File: config.mk
export PLATFORM = sky130hd
export DESIGN_NAME = ftfc_ram
export DESIGN_NICKNAME = d
export VERILOG_FILES = /design/src/hdl/ftfc_ram.sv
export SDC_FILE = /design/constraint.sdc
export NUM_CORES = 1
export LEC_CHECK = 0
export ABC_AREA = 1
export BUFFER_PORTS_ARGS = -buffer_cell sky130_fd_sc_hd__buf_4
export CAP_MARGIN = 20
export CORE_MARGIN = 2
export CORE_UTILIZATION = 55
export CTS_CLUSTER_SIZE = 16
export DETAILED_ROUTE_END_ITERATION = 10
export GPL_TIMING_DRIVEN = 0
export PLACE_DENSITY = 0.72
export REMOVE_ABC_BUFFERS = 1
export SETUP_SLACK_MARGIN = 0.15
export SKIP_LAST_GASP = 1
export SLEW_MARGIN = 25
export SYNTH_ARGS = -nofsm -noshare
export SYNTH_HDL_FRONTEND = slang
export SYNTH_SLANG_ARGS = --single-unit
File: constraint.sdc
create_clock -name i_clk -period 1.1 [get_ports i_clk]
set_input_delay 0.22 -clock i_clk [delete_from_list [all_inputs] [get_ports i_clk]]
set_output_delay 0.22 -clock i_clk [all_outputs]
set_load 0.005 [all_outputs]
File: src/hdl/ftfc_ram.sv
module ftfc_ram #(
    parameter int WIDTH = 8,
    parameter int DEPTH = 16
) (
    input  logic                     i_clk,
    input  logic                     i_we,
    input  logic [$clog2(DEPTH)-1:0] i_waddr,
    input  logic [WIDTH-1:0]         i_wdata,
    input  logic [$clog2(DEPTH)-1:0] i_raddr,
    output logic [WIDTH-1:0]         o_rdata
);
    logic [WIDTH-1:0] r_mem [DEPTH];

    always_ff @(posedge i_clk) begin
        if (i_we) begin
            r_mem[i_waddr] <= i_wdata;
        end
        o_rdata <= r_mem[i_raddr];
    end
endmodule

==> flow_metrics.tcl, run 1 <==
set metrics [dict create \
    final_common_cell "nand2_1" \
    cp.required_ps 880 \
    fp.dieArea_um2 11320 \
    clkTransAtPathRegs_ps 50 \
    numCtsBuffers 17 \
    fp.dieH_um 106.4 \
    tightest_slew_ps 544.5 \
    clock_latency_ps 530 \
    die_w_um 106.4 \
    setup_violations 8 \
    grt.overflow.total 0 \
    cts.sinks 136 \
    skew_ps 4.616 \
    slew_viol_final 0 \
    ioPinCount 26 \
    grt_pass1_wl_um 18980 \
    setup.worst_path.start_class "flip-flop" \
    cp_max_fo 1 \
    track_usage 0.2311 \
    status "complete, but fails checks" \
    std_cell_rows 37 \
    vias 3825 \
    fin_nets 594 \
    core_um2 10230 \
    routedWlPerCell_um 17.33 \
    critical_path.max_stage_delay_ps 320 \
    pre_cts_slack_ps -1098 \
    finalCritPeriodShare 1.058 \
    ant_nets 0 \
    grt_start_max_net_pins 66 \
    crit_chain "buf_6" \
    cellPowerDensity_nw_per_um2 1695 \
    cp.buffers_inverters 1 \
    placed_area_um2 5958 \
    synth_seq_cells 136 \
    crit_family "flip-flops" \
    syn_avg_cell_area_um2 10.47 \
    whs_ps 31.58 \
    max_freq_mhz 859.0 \
    h-tree-depth 4 \
    drcViolationCount 0 \
    grt_pass1_vias 3767 \
    hold_viol 0 \
    critPathSlowestCell "dfxtp_2" \
    hp-class "in2reg" \
    n_antenna_cell 0 \
    maxCapViolations 0 \
    routed_wl_um 12560 \
    globalplace.congestion 0.7940 \
    synth_warnings 0 \
    cp.arrival_ps 940 \
    p_leak_nw 2.914 \
    violations "setup timing" \
    rsz0062_at_grt "yes" \
    finalPower_mw 11.65 \
    first_pass_iters 5 \
    dp_hpwl_um 7069 \
    synth_cell_types 12 \
    fin_area_um2 6873 \
    slew_headroom 0.6359 \
    port-buffer-count 25 \
    synthCells 551 \
    ys_seq_area_frac 0.6943 \
    cts_tree "yes" \
    drive_above_1_share 0.2020 \
    ir_drop_uv 1045 \
    root_buffer "clkbuf_8" \
    area_delta_synth_final_pct 19.18 \
    antenna_found_initial 0 \
    fin_ws_ps -64.19 \
    layout_min_cycle_time_ps 1164 \
    clockBufferDepth 2 \
    viasPerCell 5.276 \
    end_kind "output pin" \
    drt_iter0_drc 294 \
    crit_type "reg2out" \
    synth_area_um2 5767 \
    layout_common_cells "172 x nand2_1, 128 x edfxtp_1, 98 x inv_1, 53 x nand3_1, 44 x nand3_2" \
    start_util 0.5637 \
]
## synth_stat cells
cell,instances,area [µm²]
edfxtp_1,128,3844
buf_2,13,65.06
inv_2,2,7.510
nor2_1,17,63.81
nand2_1,173,649.4
buf_6,6,67.56
nand3_1,97,485.5
dfxtp_1,8,160.2
nand3b_1,2,15.01
buf_1,1,3.750
inv_1,100,375.4
buf_4,4,30.03
## logic make-up after synthesis
kind of cell / Yosys count / synth area share
buffers and inverters: 126 / 0.09525
AND/OR/NAND/NOR: 289 / 0.2105
flip-flops: 136 / 0.6943
## sequential cells by signal (all words and copies together), names as in the netlist
register,flops
r_mem,128
o_rdata,8
## per-layer routing
layer | vias to the layer above | track usage | wire length, µm
li1 | 1827 | - | -
met1 | 1836 | 0.2962 | 4989
met2 | 141 | 0.3736 | 6516
met3 | 21 | 0.06315 | 797
met4 | 0 | 0.09680 | 257
met5 | - | 0 | 0
## layout make-up
cell class | instances | area (µm²)
Sequential cell | 136 | 4008
Fill cell | 749 | 3358
Multi-Input combinational cell | 289 | 1511
Clock buffer | 27 | 471.7
Inverter | 102 | 396.6
Timing Repair Buffer | 30 | 266.5
Tap cell | 136 | 170.2
Clock inverter | 5 | 48.80
## per-stage QoR
step	TNS, ps	cells	util
after floorplan	-6976	527	-
after global placement	-65730	688	0.5824
after detailed placement	-72910	688	0.5824
after CTS	-664.3	722	0.6472
after global routing	-687.1	725	0.6718
final	-494.0	725	0.6718
## path summary, 6_finish.rpt
path | end | cells after the start | startpoint | slack [ps]
setup reg to reg | o_rdata[6]$_DFF_P_ | 6 | r_mem[5][6]$_DFFE_PP_ | 120
hold reg to reg | o_rdata[1]$_DFF_P_ | 6 | r_mem[0][1]$_DFFE_PP_ | 700
hold / removal | r_mem[0][7]$_DFFE_PP_ | 1 | i_wdata[7] | 30
setup / recovery | o_rdata[6] | 1 | o_rdata[6]$_DFF_P_ | -60
## report_power, final
part	internal [mW]	leakage [nW]	switching [mW]	total, mW
Sequential	5.80	1.22	0.0328	5.83
Combinational	0.265	1.43	0.545	0.810
Clock	3.10	0.256	1.91	5.01
## repair_timing
action                                  in CTS  in global routing
gates resized for setup                     35                 48
hold endpoints to repair                    31                  0
hold buffers                                 2                  0
pin swaps                                    8                 34
endpoints found under the setup margin     136                 72
setup buffers                                0                  3
(Power assumes the default switching activity.)
==> run 2, diff against run 1 <==
--- a/config.mk
+++ b/config.mk
@@ -10,12 +10,14 @@
 export CAP_MARGIN = 20
 export CORE_MARGIN = 2
 export CORE_UTILIZATION = 55
+export CTS_CLUSTER_DIAMETER = 50
 export CTS_CLUSTER_SIZE = 16
 export DETAILED_ROUTE_END_ITERATION = 10
 export GPL_TIMING_DRIVEN = 0
 export PLACE_DENSITY = 0.72
 export REMOVE_ABC_BUFFERS = 1
 export SETUP_SLACK_MARGIN = 0.15
+export SKIP_CTS_REPAIR_TIMING = 1
 export SKIP_LAST_GASP = 1
 export SLEW_MARGIN = 25
 export SYNTH_ARGS = -nofsm -noshare
==> run 2 against run 1 <==
  * The flow still finishes with violations (setup timing)
  * Worst hold slack lost 17 ps
  * Critical path depth is the same
  * Non-clock buffer count is the same
  * Critical path type unchanged
  * Critical endpoint unchanged
  * Largest cell class unchanged
  * Largest power group unchanged
  * Highest routed layer unchanged
==> flow_metrics.tcl, run 2 (synthesis gave the netlist of run 1 again) <==
set metrics [dict create \
    status "complete, but fails checks" \
    violations "setup timing" \
    std_cell_rows 37 \
    n_antenna_cell 0 \
    numCtsBuffers 17 \
    maxCapViolations 0 \
    core_um2 10230 \
    ioPinCount 26 \
    crit_family "flip-flops" \
    largest_register_ffs 128 \
    drcViolationCount 0 \
    grt_pass1_wl_um 18840 \
    fin_nets 594 \
    cts_tree "yes" \
    fillCellCount 759 \
    die_w_um 106.4 \
    root_buffer "clkbuf_8" \
    whs_ps 14.61 \
    end_kind "output pin" \
    drt_iter0_drc 301 \
    grt_pass1_vias 3709 \
    routedWlPerCell_um 17.29 \
    clockBufferDepth 2 \
    layout_common_cells "173 x nand2_1, 128 x edfxtp_1, 98 x inv_1, 63 x nand3_1, 34 x nand3_2" \
    cp.required_ps 880 \
    track_usage 0.2293 \
    slew_headroom 0.5979 \
    pre_cts_slack_ps -1098 \
    reg_top3 "r_mem: 128 flops, o_rdata: 8 flops" \
    whs_path_depth 1 \
    routed_wl_um 12530 \
    viasPerCell 5.250 \
    max_freq_mhz 858.6 \
    crit_chain "buf_6" \
    fp.dieH_um 106.4 \
    first_pass_iters 5 \
    cp.depth 1 \
    finalCritPeriodShare 1.059 \
    globalplace.congestion 0.7940 \
    cellPowerDensity_nw_per_um2 1706 \
    vias 3806 \
    grt.overflow.total 0 \
    hp-class "in2reg" \
    cts.sinks 136 \
    fin_ws_ps -64.70 \
    clkTransAtPathRegs_ps 50 \
    clock_latency_ps 530 \
    skew_ps 6.681 \
    hold_viol 0 \
    final_common_cell "nand2_1" \
    finalPower_mw 11.64 \
    cp_max_fo 1 \
    setup_violations 8 \
    ir_drop_uv 1044 \
    slew_viol_final 0 \
    start_util 0.5637 \
    ff2ff_path_depth 6 \
    p_leak_nw 2.898 \
    layout_min_cycle_time_ps 1165 \
    critical_path.max_stage_delay_ps 320 \
    grt_start_max_net_pins 66 \
    port-buffer-count 25 \
    tightest_slew_ps 602.5 \
    setup.worst_path.start_class "flip-flop" \
    dp_hpwl_um 7069 \
    crit_type "reg2out" \
    ant_nets 0 \
    antenna_found_initial 0 \
    cp.arrival_ps 940 \
    h-tree-depth 4 \
    area_delta_synth_final_pct 18.29 \
    cp.buffers_inverters 1 \
    fp.dieArea_um2 11320 \
    regMostFlops "r_mem" \
    rsz0062_at_grt "yes" \
    drive_above_1_share 0.1868 \
    critPathSlowestCell "dfxtp_2" \
]
## run 2: cell types whose count changed in the layout (fill, tap and decap cells not counted)
| cell | previous run | this run |
|---|---|---|
| nand2_2 | 1 | 0 |
| nand3_1 | 53 | 63 |
| buf_4 | 23 | 24 |
| buf_8 | 0 | 1 |
| nor2_2 | 9 | 11 |
| nand3_2 | 44 | 34 |
| inv_8 | 1 | 0 |
| nor2_4 | 7 | 5 |
| inv_16 | 0 | 1 |
| dlygate4sd3_1 | 2 | 0 |
| nand2_1 | 172 | 173 |
## run 2: final timing paths
kind	from	end	slack, ps
min reg2reg	r_mem[0][1]$_DFFE_PP_	o_rdata[1]$_DFF_P_	690
max reg2reg	r_mem[5][6]$_DFFE_PP_	o_rdata[6]$_DFF_P_	120
min	i_wdata[0]	r_mem[3][0]$_DFFE_PP_	10
max	o_rdata[6]$_DFF_P_	o_rdata[6]	-60
## run 2: metal layers
layer | global-route usage | part of all wire | wire, µm | vias up
li1 | - | - | - | 1822
met1 | 0.2978 | 0.40 | 4977 | 1833
met2 | 0.3713 | 0.52 | 6561 | 133
met3 | 0.05886 | 0.060 | 748 | 18
met4 | 0.09211 | 0.019 | 243 | 0
met5 | 0 | 0 | 0 | -
## run 2: metrics by stage
step,instance area (µm²),cells,setup TNS [ps],utilization
after floorplan,5600,527,-6976,-
after global placement,5958,688,-65730,0.5824
after detailed placement,5958,688,-72910,0.5824
after CTS,6479,720,-5561,0.6332
after global routing,6822,725,-685.9,0.6667
final,6822,725,-491.7,0.6667
## run 2: where the power goes
group / total [mW] / internal (mW) / switching (mW)
Sequential: 5.83 / 5.80 / 0.0328
Combinational: 0.787 / 0.256 / 0.530
Clock: 5.02 / 3.10 / 1.93
## run 2: layout make-up
| class | instances | area [µm²] | area share |
|---|---|---|---|
| Timing Repair Buffer | 30 | 269.0 | 0.03944 |
| Inverter | 102 | 405.4 | 0.05943 |
| Clock inverter | 5 | 48.80 | 0.007153 |
| Tap cell | 136 | 170.2 | 0.02494 |
| Clock buffer | 27 | 471.7 | 0.06915 |
| Multi-Input combinational cell | 289 | 1449 | 0.2124 |
| Sequential cell | 136 | 4008 | 0.5875 |
==> run 3, diff against run 2 <==
--- a/config.mk
+++ b/config.mk
@@ -9,12 +9,13 @@
 export BUFFER_PORTS_ARGS = -buffer_cell sky130_fd_sc_hd__buf_4
 export CAP_MARGIN = 20
 export CORE_MARGIN = 2
-export CORE_UTILIZATION = 55
+export CORE_UTILIZATION = 57
+export CTS_BUF_LIST = sky130_fd_sc_hd__clkbuf_4
 export CTS_CLUSTER_DIAMETER = 50
 export CTS_CLUSTER_SIZE = 16
 export DETAILED_ROUTE_END_ITERATION = 10
 export GPL_TIMING_DRIVEN = 0
-export PLACE_DENSITY = 0.72
+export PLACE_DENSITY = 0.75
 export REMOVE_ABC_BUFFERS = 1
 export SETUP_SLACK_MARGIN = 0.15
 export SKIP_CTS_REPAIR_TIMING = 1
==> run 3 against run 2 <==
  * The run still ends with setup timing left
  * Critical endpoint unchanged
  * Combinational power grew 3.9%
  * Via count up 0.95%
  * Power is 9.5% lower
  * Register-to-register slack worse by 80 ps
  * Global-route usage grew 0.32 points
  * Setup slack lost 46 ps
  * Clock skew rose by 11 ps
  * Design area is 2.2% lower
  * Core utilization increased by 1.3 points
  * Sequential power barely moved
==> flow_metrics.tcl, run 3 (synthesis gave the netlist of run 1 again) <==
set metrics [dict create \
    status "complete, but fails checks" \
    violations "setup timing" \
    largest_register_ffs 128 \
    clock_latency_ps 550 \
    antenna_found_initial 0 \
    cts.sinks 136 \
    start_util 0.5873 \
    internal_power_mw 8.100 \
    viasPerCell 5.314 \
    setup_violations 8 \
    clockPowerShare 0.369 \
    cp.arrival_ps 990 \
    layout_common_cells "171 x nand2_1, 128 x edfxtp_1, 99 x inv_1, 54 x nand3_1, 43 x nand3_2" \
    ff_latch_area_um2 4011 \
    routedWlPerCell_um 17.23 \
    slew_headroom 0.5264 \
    crit_family "flip-flops" \
    numCtsBuffers 17 \
    ir_drop_uv 955.5 \
    area_delta_synth_final_pct 15.73 \
    port-buffer-count 25 \
    critPathSlowestCell "dfxtp_2" \
    finalCritPeriodShare 1.101 \
    power.share.switching 0.2308 \
    h-tree-depth 4 \
    max_freq_mhz 825.9 \
    fin_area_um2 6674 \
    hold_viol 0 \
    vias 3842 \
    cts_tree "yes" \
    p_seq_frac 0.553 \
    ant_nets 0 \
    ff2ff_setup_slack_ps 40 \
    pre_cts_slack_ps -1149 \
    die_w_um 104.6 \
    crit_chain "buf_6" \
    reg_top3 "r_mem: 128 flops, o_rdata: 8 flops" \
    p_sw_mw 2.430 \
    final.setup.tns_ps -781.3 \
    layout_min_cycle_time_ps 1211 \
    n_antenna_cell 0 \
    first_pass_iters 5 \
    fp.dieArea_um2 10940 \
    core_um2 9819 \
    crit_type "reg2out" \
    hp-class "in2reg" \
    clockBufferDepth 2 \
    pwr-share-comb 0.078 \
    multi_input_area_um2 1471 \
    cp.buffers_inverters 1 \
    track_usage 0.2326 \
    fin_ws_ps -110.8 \
    grt_start_max_net_pins 66 \
    dp_hpwl_um 7016 \
    slew_viol_final 0 \
    p_leak_nw 2.837 \
    std_cell_rows 36 \
    routed_wl_um 12460 \
    fin_nets 595 \
    drcViolationCount 0 \
    tightest_slew_ps 709.7 \
    fp.dieH_um 104.6 \
    placed_area_um2 5954 \
    drt_iter0_drc 331 \
    final_common_cell "nand2_1" \
    setup.worst_path.start_class "flip-flop" \
    clkTransAtPathRegs_ps 130 \
    grt_pass1_wl_um 18820 \
    regMostFlops "r_mem" \
    root_buffer "clkbuf_4" \
    finalPower_mw 10.53 \
    ioPinCount 26 \
    cp.required_ps 880 \
    end_kind "output pin" \
    maxCapViolations 0 \
    rsz0062_at_grt "yes" \
    skew_ps 17.19 \
    drive_above_1_share 0.2136 \
    cp_max_fo 1 \
    cellPowerDensity_nw_per_um2 1578 \
    grt.overflow.total 0 \
    globalplace.congestion 0.8533 \
    fillCellCount 702 \
    critical_path.max_stage_delay_ps 340 \
    grt_pass1_vias 3677 \
]
run 3: cell count changes in the layout (fill, tap and decap cells not counted), sizes merged:
cell,change
clkbuf,-10
dlygate4sd3,+6
buf,-5
bufinv,+4
clkinv,+2
clkinvlp,+2
inv,+2
run 3: power by group through the flow:
stage          sequential, mW  combinational [mW]  clock, mW
2_1_floorplan            5.93               0.313          0
3_3_place_gp             5.93               0.670          0
3_5_place_dp             5.93               0.691          0
4_1_cts                  5.81               0.695       3.90
5_1_grt                  5.84               0.887       4.12
6_report                 5.82               0.818       3.89
run 3: metrics by stage:
step | utilization | hold WS, ps | cells
4_1_cts | 0.6425 | -26.28 | 717
3_3_place_gp | 0.6064 | 549.5 | 685
2_1_floorplan | - | 318.9 | 527
6_report | 0.6797 | 5.633 | 723
3_5_place_dp | 0.6064 | 564.2 | 685
5_1_grt | 0.6797 | 1.146 | 723
run 3: layout make-up:
class / count / share of cell area
clock buffer: 17 / 0.01912
inverter: 102 / 0.05887
timing repair buffer: 31 / 0.04162
tap: 133 / 0.02493
sequential: 136 / 0.6011
multi-input combinational: 289 / 0.2205
clock inverter: 15 / 0.03393
run 3: path summary, 6_finish.rpt:
check	from	end	depth (start not counted)
worst max-delay path	o_rdata[6]$_DFF_P_	o_rdata[6]	1
worst min register to register	r_mem[10][3]$_DFFE_PP_	o_rdata[3]$_DFF_P_	6
worst max register to register	r_mem[5][6]$_DFFE_PP_	o_rdata[6]$_DFF_P_	6
worst min-delay path	i_raddr[3]	o_rdata[6]$_DFF_P_	3
run 3: routing by layer:
layer | GRT usage | vias to the layer above | wire length, µm
met3 | 0.05053 | 33 | 857
met5 | 0 | - | 0
met1 | 0.2959 | 1819 | 4721
met4 | 0.1057 | 0 | 476
li1 | - | 1827 | -
met2 | 0.3852 | 163 | 6402
run 3: worst min-delay path, cell delays in order:
cell and delay (ps):
buf_4 170, nand3_1 90, nand2_1 40
